## src/hw/rtl/assert_macros.svh

```systemverilog
// Assertion macros used by the top-level RTL file.
`ifndef ASSERT_MACROS_SVH
`define ASSERT_MACROS_SVH
// Implication checked on every clock edge outside reset.
`define ASSERT_IMPL(label, clk, rst, ante, cons, msg) \
   label: assert property (@(posedge clk) disable iff (rst) (ante) |-> (cons)) else $error(msg);
// Implication whose consequent is checked in the cycle after the antecedent.
`define ASSERT_NEXT(label, clk, rst, ante, cons, msg) \
   label: assert property (@(posedge clk) disable iff (rst) (ante) |=> (cons)) else $error(msg);
`endif

```

## src/hw/rtl/sss_pkg.sv

```systemverilog
// Package with the constants and types of the sorted set statistics block.
`timescale 1ns / 1ps
package sss_pkg;
   localparam int DEFAULT_DEPTH = 16;
   localparam int SAMPLE_W = 32;
   localparam int RESULT_W = 40;
   localparam int KIND_W = 3;
   localparam int SUM_W = 37;
   localparam int MEAN_W = 46;
   localparam logic [KIND_W-1:0] KIND_SORTED = 3'd0;
   localparam logic [KIND_W-1:0] KIND_MAX = 3'd1;
   localparam logic [KIND_W-1:0] KIND_MIN = 3'd2;
   localparam logic [KIND_W-1:0] KIND_MEAN = 3'd3;
   localparam logic [KIND_W-1:0] KIND_MEDIAN = 3'd4;
   localparam logic [KIND_W-1:0] KIND_MODE = 3'd5;
   typedef enum logic [3:0] {
      ST_LOAD, ST_SORT_RD, ST_SORT_CMP, ST_EMIT_RD, ST_EMIT, ST_STATS, ST_DIV,
      ST_MED_RD, ST_MED, ST_MODE_RD, ST_MODE, ST_CLEAR
   } state_type;
   // Status that the divider returns to the controller.
   typedef struct packed {
      logic busy;
      logic done;
   } div_status_type;
endpackage

```

## src/hw/rtl/sss_divider.sv

```systemverilog
// Restoring divider for the signed mean, one quotient bit per cycle.
`timescale 1ns / 1ps
module sss_divider
   import sss_pkg::*;
#(
   parameter int CNT_W = 5
) (
   input  logic                     clock,
   input  logic                     reset,
   input  logic                     start,
   input  logic signed [SUM_W-1:0]  dividend,
   input  logic [CNT_W-1:0]         divisor,
   output div_status_type           status,
   output logic signed [MEAN_W-1:0] quotient
);
   localparam int STEP_W = $clog2(MEAN_W + 1);
   logic [MEAN_W-1:0] num_ff, num_in;
   logic [CNT_W:0] rem_ff, rem_in;
   logic [CNT_W-1:0] den_ff, den_in;
   logic neg_ff, neg_in;
   logic [STEP_W-1:0] step_ff, step_in;
   logic busy_ff, busy_in, done_ff, done_in;
   logic [MEAN_W-1:0] mag;
   logic [CNT_W:0] trial;

   always_comb begin
      mag = '0;
      trial = {rem_ff[CNT_W-1:0], num_ff[MEAN_W-1]};
      num_in = num_ff; rem_in = rem_ff; den_in = den_ff; neg_in = neg_ff;
      step_in = step_ff; busy_in = busy_ff; done_in = 1'b0;
      if (start) begin
         mag = dividend[SUM_W-1] ? MEAN_W'(-{{(MEAN_W-SUM_W){dividend[SUM_W-1]}}, dividend})
                                 : MEAN_W'(dividend);
         num_in = mag << 8;
         rem_in = '0; den_in = divisor; neg_in = dividend[SUM_W-1];
         step_in = STEP_W'(MEAN_W); busy_in = 1'b1;
      end else if (busy_ff) begin
         if (trial >= {1'b0, den_ff}) begin
            rem_in = trial - {1'b0, den_ff};
            num_in = {num_ff[MEAN_W-2:0], 1'b1};
         end else begin
            rem_in = trial;
            num_in = {num_ff[MEAN_W-2:0], 1'b0};
         end
         step_in = step_ff - 1'b1;
         if (step_ff == STEP_W'(1)) begin
            busy_in = 1'b0; done_in = 1'b1;
         end
      end
   end

   always_ff @(posedge clock) begin
      num_ff <= num_in; rem_ff <= rem_in; den_ff <= den_in; neg_ff <= neg_in;
      if (reset) begin
         step_ff <= '0; busy_ff <= 1'b0; done_ff <= 1'b0;
      end else begin
         step_ff <= step_in; busy_ff <= busy_in; done_ff <= done_in;
      end
   end

   assign quotient = neg_ff ? -$signed(num_ff) : $signed(num_ff);
   assign status.busy = busy_ff;
   assign status.done = done_ff;
endmodule

```

## src/hw/rtl/sss_store.sv

```systemverilog
// Element memory: one write port and one registered read port.
`timescale 1ns / 1ps
module sss_store
   import sss_pkg::*;
#(
   parameter int DEPTH = DEFAULT_DEPTH,
   parameter int ADDR_W = $clog2(DEPTH)
) (
   input  logic                       clock,
   input  logic                       wr_en,
   input  logic [ADDR_W-1:0]          wr_addr,
   input  logic signed [SAMPLE_W-1:0] wr_data,
   input  logic [ADDR_W-1:0]          rd_addr,
   output logic signed [SAMPLE_W-1:0] rd_data
);
   logic signed [SAMPLE_W-1:0] mem_ff [DEPTH];
   always_ff @(posedge clock) begin
      if (wr_en) begin
         mem_ff[wr_addr] <= wr_data;
      end
      rd_data <= mem_ff[rd_addr];
   end
endmodule

```

## src/hw/rtl/sorted_set_statistics.sv

```systemverilog
// Top level of the sorted set statistics block.
`timescale 1ns / 1ps
`include "assert_macros.svh"
// Samples are taken one beat per cycle into a memory of STORE_DEPTH entries; the
// beat with req_final_item closes the set. The block then sorts the memory in place
// by insertion sort through its single read and single write port. For each element it
// reads the key, then reads and compares the elements before it, shifting each larger
// one up by one address, and writes the key into the gap. It then emits the N sorted
// values, the largest, the smallest, the mean (8 fraction bits, from a bit-serial
// divider that is started when the smallest is loaded), the median, and every most
// frequent value once, ascending. The mode search scans the sorted memory twice, one
// pass to find the longest run and count how many runs reach it, one pass to emit
// them; a final state clears the set. Each result beat waits until the previous one
// has been taken with rsp_ready. No new sample is accepted until the last result of
// the set has been taken. Samples beyond the depth are dropped and rsp_overflowed is
// set on every result of that set.
module sorted_set_statistics
   import sss_pkg::*;
#(
   parameter int STORE_DEPTH = DEFAULT_DEPTH
) (
   input  logic                       clock,
   input  logic                       reset,
   input  logic                       req_valid,
   output logic                       req_ready,
   input  logic signed [SAMPLE_W-1:0] req_sample,
   input  logic                       req_final_item,
   output logic                       rsp_valid,
   input  logic                       rsp_ready,
   output logic [KIND_W-1:0]          rsp_kind,
   output logic signed [RESULT_W-1:0] rsp_result_value,
   output logic                       rsp_end_of_run,
   output logic                       rsp_overflowed
);
   localparam int ADDR_W = $clog2(STORE_DEPTH);
   localparam int CNT_W = $clog2(STORE_DEPTH + 1);

   state_type state_ff, state_in;
   logic [CNT_W-1:0] count_ff, count_in, i_ff, i_in, j_ff, j_in;
   logic [CNT_W-1:0] run_ff, run_in, best_ff, best_in;
   logic [CNT_W-1:0] mcnt_ff, mcnt_in;  // number of runs that reach the longest length
   logic signed [SUM_W-1:0] total_ff, total_in;
   logic drop_ff, drop_in;
   logic signed [SAMPLE_W-1:0] key_ff, key_in, prev_ff, prev_in, lo_ff, lo_in;
   logic pass_ff, pass_in;         // mode: first pass finds best, second emits
   logic [2:0] sub_ff, sub_in;     // step within ST_SORT_CMP / ST_STATS / ST_DIV / ST_MED
   logic out_v_ff, out_v_in, out_e_ff, out_e_in;
   logic [KIND_W-1:0] out_k_ff, out_k_in;
   logic signed [RESULT_W-1:0] out_d_ff, out_d_in;

   logic wr_en;
   logic [ADDR_W-1:0] wr_addr, rd_addr;
   logic signed [SAMPLE_W-1:0] wr_data, rd_data;
   logic div_start;
   div_status_type div_st;
   logic signed [MEAN_W-1:0] quot;
   logic out_free, acc;
   logic signed [SAMPLE_W:0] msum, mround;
   logic mode_end, mode_stall;

   sss_store #(.DEPTH(STORE_DEPTH), .ADDR_W(ADDR_W)) u_store (
      .clock, .wr_en, .wr_addr, .wr_data, .rd_addr, .rd_data);

   sss_divider #(.CNT_W(CNT_W)) u_div (
      .clock, .reset, .start(div_start), .dividend(total_ff),
      .divisor(count_ff), .status(div_st), .quotient(quot));

   assign out_free = !out_v_ff || rsp_ready;
   assign req_ready = (state_ff == ST_LOAD) && !out_v_ff;
   assign acc = req_valid && req_ready;
   assign msum = {rd_data[SAMPLE_W-1], rd_data} + {lo_ff[SAMPLE_W-1], lo_ff};
   // Adding one to a negative sum makes the halving truncate toward zero.
   assign mround = msum + $signed({{SAMPLE_W{1'b0}}, msum[SAMPLE_W]});

   // A run of equal values ends when the element differs or the scan reaches the count.
   assign mode_end = (i_ff != '0) && (i_ff == count_ff || rd_data != prev_ff);
   // In the emitting pass a finished longest run waits for room in the output register.
   assign mode_stall = pass_ff && mode_end && run_ff == best_ff && !out_free;

   // Next state.
   always_comb begin
      state_in = state_ff;
      case (state_ff)
         ST_LOAD: if (acc && req_final_item) state_in = ST_SORT_RD;
         ST_SORT_RD: state_in = (i_ff >= count_ff) ? ST_EMIT_RD : ST_SORT_CMP;
         ST_SORT_CMP:
            if (sub_ff == 3'd2 && !(j_ff != '0 && rd_data > key_ff)) state_in = ST_SORT_RD;
         ST_EMIT_RD: state_in = ST_EMIT;
         ST_EMIT: if (out_free) state_in = (i_ff + 1'b1 == count_ff) ? ST_STATS : ST_EMIT_RD;
         ST_STATS: if (out_free && sub_ff == 3'd2) state_in = ST_DIV;
         ST_DIV: if (sub_ff == 3'd3 && out_free) state_in = ST_MED_RD;
         ST_MED_RD: state_in = ST_MED;
         ST_MED: if (sub_ff != 3'd0 && out_free) state_in = ST_MODE_RD;
         ST_MODE_RD: state_in = ST_MODE;
         ST_MODE:
            if (!mode_stall) state_in = (pass_ff && i_ff == count_ff) ? ST_CLEAR : ST_MODE_RD;
         ST_CLEAR: if (out_free) state_in = ST_LOAD;
         default: state_in = ST_LOAD;
      endcase
   end

   // Datapath and outputs.
   always_comb begin
      count_in = count_ff; i_in = i_ff; j_in = j_ff; run_in = run_ff;
      best_in = best_ff; mcnt_in = mcnt_ff; total_in = total_ff; drop_in = drop_ff;
      key_in = key_ff; prev_in = prev_ff; lo_in = lo_ff; pass_in = pass_ff;
      sub_in = sub_ff;
      out_v_in = out_v_ff && !rsp_ready; out_e_in = out_e_ff;
      out_k_in = out_k_ff; out_d_in = out_d_ff;
      wr_en = 1'b0; wr_addr = '0; wr_data = key_ff; rd_addr = '0;
      div_start = 1'b0;
      case (state_ff)
         ST_LOAD: begin
            wr_addr = count_ff[ADDR_W-1:0]; wr_data = req_sample;
            if (acc) begin
               if (count_ff < CNT_W'(STORE_DEPTH)) begin
                  wr_en = 1'b1; count_in = count_ff + 1'b1;
                  total_in = total_ff + SUM_W'(req_sample);
               end else begin
                  drop_in = 1'b1;
               end
               i_in = CNT_W'(1);
            end
         end
         ST_SORT_RD: begin
            rd_addr = i_ff[ADDR_W-1:0];
            j_in = i_ff; sub_in = 3'd0;
            // The sort is done; the emit scan starts from the first element.
            if (i_ff >= count_ff) i_in = '0;
         end
         ST_SORT_CMP: begin
            // sub 0: rd_data is the key; later: rd_data is element j-1.
            rd_addr = ADDR_W'(j_ff - 1'b1);
            if (sub_ff == 3'd0) begin
               key_in = rd_data; sub_in = 3'd1;
            end else if (sub_ff == 3'd1) begin
               sub_in = 3'd2;    // read of j-1 in flight
            end else if (j_ff != '0 && rd_data > key_ff) begin
               wr_en = 1'b1; wr_addr = j_ff[ADDR_W-1:0]; wr_data = rd_data;
               j_in = j_ff - 1'b1; sub_in = 3'd1;
               rd_addr = ADDR_W'(j_ff - 2'd2);
            end else begin
               wr_en = 1'b1; wr_addr = j_ff[ADDR_W-1:0]; wr_data = key_ff;
               i_in = i_ff + 1'b1;
            end
         end
         ST_EMIT_RD: rd_addr = i_ff[ADDR_W-1:0];
         ST_EMIT: begin
            rd_addr = i_ff[ADDR_W-1:0];
            if (out_free) begin
               out_v_in = 1'b1; out_k_in = KIND_SORTED; out_e_in = 1'b0;
               out_d_in = RESULT_W'(rd_data);
               if (i_ff == '0) lo_in = rd_data;
               prev_in = rd_data;
               i_in = i_ff + 1'b1;
               // Enter ST_STATS with sub 1 so the largest is emitted first.
               if (i_ff + 1'b1 == count_ff) sub_in = 3'd1;
            end
         end
         ST_STATS: begin
            rd_addr = ADDR_W'(count_ff - 1'b1);
            if (out_free && sub_ff == 3'd1) begin
               out_v_in = 1'b1; out_k_in = KIND_MAX; out_d_in = RESULT_W'(prev_ff);
               sub_in = 3'd2;
            end else if (out_free && sub_ff == 3'd2) begin
               out_v_in = 1'b1; out_k_in = KIND_MIN; out_d_in = RESULT_W'(lo_ff);
               div_start = 1'b1; sub_in = 3'd0;
            end
         end
         ST_DIV: begin
            if (div_st.done || (!div_st.busy && sub_ff == 3'd3)) sub_in = 3'd3;
            if (sub_ff == 3'd3 && out_free) begin
               out_v_in = 1'b1; out_k_in = KIND_MEAN; out_d_in = RESULT_W'(quot);
               sub_in = 3'd0;
            end
         end
         ST_MED_RD: begin
            rd_addr = ADDR_W'((count_ff - 1'b1) >> 1);
         end
         ST_MED: begin
            rd_addr = ADDR_W'(count_ff >> 1);
            if (sub_ff == 3'd0) begin
               lo_in = rd_data;
               sub_in = count_ff[0] ? 3'd2 : 3'd1;
            end else if (sub_ff == 3'd1 && out_free) begin
               out_v_in = 1'b1; out_k_in = KIND_MEDIAN;
               out_d_in = RESULT_W'(mround >>> 1);
               sub_in = 3'd0; i_in = '0; run_in = '0; best_in = '0; mcnt_in = '0;
               pass_in = 1'b0;
            end else if (sub_ff == 3'd2 && out_free) begin
               out_v_in = 1'b1; out_k_in = KIND_MEDIAN; out_d_in = RESULT_W'(lo_ff);
               sub_in = 3'd0; i_in = '0; run_in = '0; best_in = '0; mcnt_in = '0;
               pass_in = 1'b0;
            end
         end
         ST_MODE_RD: rd_addr = i_ff[ADDR_W-1:0];
         ST_MODE: begin
            // Element i is in rd_data; prev_ff holds element i-1.
            rd_addr = i_ff[ADDR_W-1:0];
            if (mode_end) begin
               if (!pass_ff) begin
                  if (run_ff > best_ff) begin
                     best_in = run_ff; mcnt_in = CNT_W'(1);
                  end else if (run_ff == best_ff) begin
                     mcnt_in = mcnt_ff + 1'b1;
                  end
               end else if (run_ff == best_ff && out_free) begin
                  // The last of the counted longest runs closes the set.
                  out_v_in = 1'b1; out_k_in = KIND_MODE; out_d_in = RESULT_W'(prev_ff);
                  out_e_in = (mcnt_ff == CNT_W'(1));
                  mcnt_in = mcnt_ff - 1'b1;
               end
               run_in = CNT_W'(1);
            end else begin
               run_in = run_ff + 1'b1;
            end
            if (!mode_stall) begin
               prev_in = rd_data;
               i_in = i_ff + 1'b1;
               if (i_ff == count_ff) begin
                  i_in = '0; run_in = '0; pass_in = 1'b1;
               end
            end else begin
               run_in = run_ff;
            end
         end
         ST_CLEAR: begin
            if (out_free) begin
               count_in = '0; total_in = '0; drop_in = 1'b0;
            end
         end
         default: ;
      endcase
   end

   always_ff @(posedge clock) begin
      key_ff <= key_in; prev_ff <= prev_in; lo_ff <= lo_in;
      out_k_ff <= out_k_in; out_d_ff <= out_d_in;
      if (reset) begin
         state_ff <= ST_LOAD; count_ff <= '0; i_ff <= '0; j_ff <= '0; run_ff <= '0;
         best_ff <= '0; mcnt_ff <= '0; total_ff <= '0; drop_ff <= 1'b0; pass_ff <= 1'b0;
         sub_ff <= '0; out_v_ff <= 1'b0; out_e_ff <= 1'b0;
      end else begin
         state_ff <= state_in; count_ff <= count_in; i_ff <= i_in; j_ff <= j_in;
         run_ff <= run_in; best_ff <= best_in; mcnt_ff <= mcnt_in; total_ff <= total_in;
         drop_ff <= drop_in; pass_ff <= pass_in; sub_ff <= sub_in;
         out_v_ff <= out_v_in; out_e_ff <= out_e_in;
      end
   end

   assign rsp_valid = out_v_ff;
   assign rsp_kind = out_k_ff;
   assign rsp_result_value = out_d_ff;
   assign rsp_end_of_run = out_e_ff;
   assign rsp_overflowed = drop_ff;

   `ASSERT_IMPL(a_no_load_when_busy, clock, reset, state_ff != ST_LOAD, !req_ready,
                "input accepted while a set is processed")
   `ASSERT_NEXT(a_count_bound, clock, reset, 1'b1, count_ff <= CNT_W'(STORE_DEPTH),
                "element count exceeds depth")
   `ASSERT_IMPL(a_end_only_mode, clock, reset, rsp_valid && rsp_end_of_run,
                rsp_kind == KIND_MODE, "end of run on a non-mode result")
endmodule
```

## config.mk

```make
export PLATFORM = sky130hd
export DESIGN_NAME = sorted_set_statistics
export DESIGN_NICKNAME = d
export VERILOG_FILES = /design/src/hw/rtl/sss_pkg.sv /design/src/hw/rtl/sss_divider.sv /design/src/hw/rtl/sss_store.sv /design/src/hw/rtl/sorted_set_statistics.sv
export VERILOG_INCLUDE_DIRS = /design/src /design/src/hw/rtl
export SDC_FILE = /design/constraint.sdc
export NUM_CORES = 2
export LEC_CHECK = 0
export BUFFER_PORTS_ARGS = -buffer_cell sky130_fd_sc_hd__buf_2
export CAP_MARGIN = 10
export CORE_MARGIN = 3
export CORE_UTILIZATION = 30
export CTS_CLUSTER_SIZE = 10
export DETAILED_ROUTE_END_ITERATION = 8
export MAX_ROUTING_LAYER = met4
export PLACE_DENSITY = 0.42
export RECOVER_POWER = 50
export SYNTH_ARGS = -nofsm -noshare
export SYNTH_HDL_FRONTEND = slang
export SYNTH_SLANG_ARGS = --single-unit
```

## constraint.sdc

```tcl
create_clock -name clock -period 6 [get_ports clock]
set_input_delay 1.2 -clock clock [delete_from_list [all_inputs] [get_ports clock]]
set_output_delay 1.2 -clock clock [all_outputs]
set_load 0.02 [all_outputs]
```

==> flow_summary.json <==
{
  "muxShareOfSynthArea_pct": 12.5,
  "synth_top_area_cell": "edfxtp_1",
  "synthToLayoutAreaGrowth_pct": 14.8,
  "track_usage_pct": 19.8,
  "ant_nets": 0,
  "ys_seq_area_share_pct": 56.4,
  "outcome": "complete, but fails checks",
  "failed_checks": "capacitance limit, slew limit",
  "postRouteWirelength_um": 139000,
  "cts_sinks": 826,
  "synth-compound-area-share_pct": 11.2,
  "power_leakage_nw": 18.5,
  "tightest_slew_ns": 4.39,
  "synthAdderAreaFrac_pct": 4.08,
  "grt_max_degree": 81,
  "drtIter0Drc": 2599,
  "yosys.area_share.xor_xnor_pct": 4.18,
  "fin_skew_ns": 0.0532,
  "synth_top_cell_area_share_pct": 50.1,
  "synth_top_family_by_area": "multiplexers",
  "setup.worst_path.start_class": "flop",
  "fmax_ghz": 0.178,
  "dieArea_um2": 143000,
  "cpMaxStageDelayCell": "mux2i_1",
  "vias": 28500,
  "clock_latency_ns": 0.73,
  "drv_cap": 20,
  "cts_buffer_depth": 3,
  "finalPower_mw": 25.8,
  "holdBufCountCts": 0,
  "synth_area_um2": 41700,
  "critPathMaxFanout": 46,
  "route.detailed.drc": 0,
  "gp_congestion": 0.881,
  "cts_tree": "built",
  "grt_pass1_wl_um": 201000,
  "n_fill_cell": 13600,
  "hp-class": "reg -> reg",
  "fin_area_um2": 47800,
  "start_util_pct": 30.3,
  "vdd_drop_max_v": 0.000461,
  "crit_type": "reg -> reg",
  "cts_buffers": 102,
  "place.port_buffers": 83,
  "core-area_um2": 138000,
  "clkTransAtPathRegs_ns": 0.06,
  "die_y_um": 379,
  "ys_seq_elements": 826,
  "path_common_cell": "mux2i_1",
  "yosys.area_share.simple_pct": 8.79,
  "dp_slack_ns": 0.573,
  "cts_resized": 0,
  "die_w_um": 379,
  "via_per_inst": 5.24,
  "num_rows": 136,
  "io_pins": 84,
  "relSlewSlack_pct": -193,
  "yosysUniqueCellTypes": 81,
  "wire_per_inst_um": 25.6,
  "detailed_place.area_um2": 45000,
  "grt-ovfl-total": 0,
  "hold_viol_final": 0,
  "yosys_most_used_dff": "edfxtp_1",
  "syn-num-nets": 3610,
  "fin_nets": 3747,
  "setup_viol_count_final": 0,
  "synth_cells": 3439,
  "min_period_over_period_pct": 93.5,
  "drive_above_1_share_pct": 8.51,
  "netlist_top_cells_area": "edfxtp_1 (50%), mux2i_1 (13%), dfxtp_1 (6.3%), ha_1 (3.9%), xnor2_1 (2.3%)",
  "min_period_ns": 5.61,
  "rsz0062_at_grt": "no",
  "yosys_warnings": 0,
  "cp_slowest_stage_delay_ns": 0.89,
  "firstDrtPassIters": 6,
  "whs_ns": 0.487,
  "synth-edff-count": 695,
  "first_global_vias": 28000,
  "slew_viol_final": 638,
  "arrival_ns": 6.13,
  "htreeDepth": 3,
  "dp_hpwl_um": 92800,
  "cts_setup_buffers": 0,
  "cts_root_buffer": "clkbuf_16",
  "endpoint_kind": "flop",
  "fin_setup_tns_ns": 0,
  "syn_avg_cell_area_um2": 12.1,
  "path_cells": "clkbuf_1 -> ha_1 -> a21oi_1 -> o21ai_0 -> a311oi_1 -> o221ai_1 -> nand2_1 -> mux2i_1 -> a21oi_4 -> buf_12 -> mux2i_1 -> mux2i_1 -> mux2i_1",
  "async_flop_share_pct": 0,
  "fin_ws_ns": 0.387,
  "crit_required_ns": 6.52,
  "p_per_area_nw_per_um2": 539,
  "antenna_found_initial": 6
}
==> registers in the layout (all words and copies together) (netlist names), 6 cells and up <==
register / cells
rsp_result_value: 40
prev_ff: 32
u_store.rd_data: 32
lo_ff: 32
u_div.num_ff: 46
total_ff: 37
u_div.step_ff: 6
key_ff: 32
u_store.mem_ff: 512
==> worst paths after layout <==
path	endpoint	start	slack, ns	depth (start not counted)
max	u_store.rd_data[17]	u_store.rd_data[25]	0.39	13
min	mcnt_ff[4]	mcnt_ff[4]	0.49	2
max reg2reg	u_store.rd_data[17]	u_store.rd_data[25]	0.39	13
min reg2reg	mcnt_ff[4]	mcnt_ff[4]	0.49	2
==> area by class of cell <==
cell class / instances / area [um2] / share of cell area [%]
antenna: 2 / 5.00 / 0.0105
clock buffer: 152 / 2790 / 5.83
clock inverter: 29 / 375 / 0.785
inverter: 130 / 488 / 1.02
multi-input combinational: 2311 / 17200 / 35.9
sequential: 826 / 23500 / 49.1
tap: 1794 / 2240 / 4.69
timing repair buffer: 205 / 1260 / 2.64
==> cell usage in the layout (no fill, tap or decap), types with 64 or more instances in the layout <==
cell       Yosys  layout
edfxtp_1     695     695
mux2i_1      522     522
nor2_1       221     207
nand2_1      187     185
o21ai_0      178     179
a21oi_1      158     157
ha_1         131     131
dfxtp_1      131     130
inv_1        128     128
clkbuf_1     129     126
xnor2_1      110     110
clkbuf_16      0     102
xor2_1        89      89
nand3_1       85      85
buf_4          1      64
==> power breakdown <==
part | switching (mW) | internal, mW | total [mW] | leakage (nW)
combinational | 7.31 | 4.21 | 11.5 | 9.58
sequential | 0.587 | 7.73 | 8.32 | 7.37
clock | 2.51 | 3.43 | 5.94 | 1.53
==> metal layers <==
metal  part of all wire [%]  global-route usage (%)  wire, um  up-vias
met5                      0                       -         0        -
met4                    2.4                    4.89      3330        0
met3                    5.0                    2.55      6900      186
met2                     44                    29.8     61700      753
met1                     48                    28.1     67300    14200
li1                       -                       -         -    13400
==> worst max-delay path, delay by kind of cell (launching register included) <==
kind / cells / cell delay, ns
multiplexers: 4 / 1.40
AND/OR/NAND/NOR: 1 / 0.30
adder cells (fa/ha/maj): 1 / 0.37
AO/OA/AOI/OAI: 5 / 1.77
buffers and inverters: 2 / 0.96
flip-flops: 1 / 0.54
==> per-stage QoR <==
step / instances / utilization (%)
CTS: 5447 / 35.0
global route: 5448 / 34.7
detailed placement: 5266 / 32.7
floorplan: 3439 / -
finish: 5449 / 34.7
global placement: 5266 / 32.7
==> cell families (layout without fill, tap and decap cells) <==
logic type      after synthesis  in the layout
compound gates              703            703
flops                       826            826
mux                         522            522
other cells                   0              2
xor+xnor                    199            199
fa+ha+maj                   134            134
buf+inv                     302            516
simple gates                753            753
==> cell usage after synthesis (all sizes together) (11+ instances only) <==
cell type and n:
or4 19, a221oi 19, nor4 20, a21oi 158
o21ai 186, nand2 187, mux2i 522, o211ai 27
edfxtp 695, and3 18, and2 15, nor2b 21
nor3 40, or3 26, or2 12, nand3 85
a21o 38, o2111ai 13, a222oi 40, nand4 20
dfxtp 131, o41ai 14, a22oi 33, xor2 89
nor2 222, xnor2 110, a31oi 18, inv 128
a211oi 24, o21bai 11, ha 131, nand2b 32
o31ai 34, buf 43, clkbuf 129
Note: power is estimated with default switching activity, not from simulation.
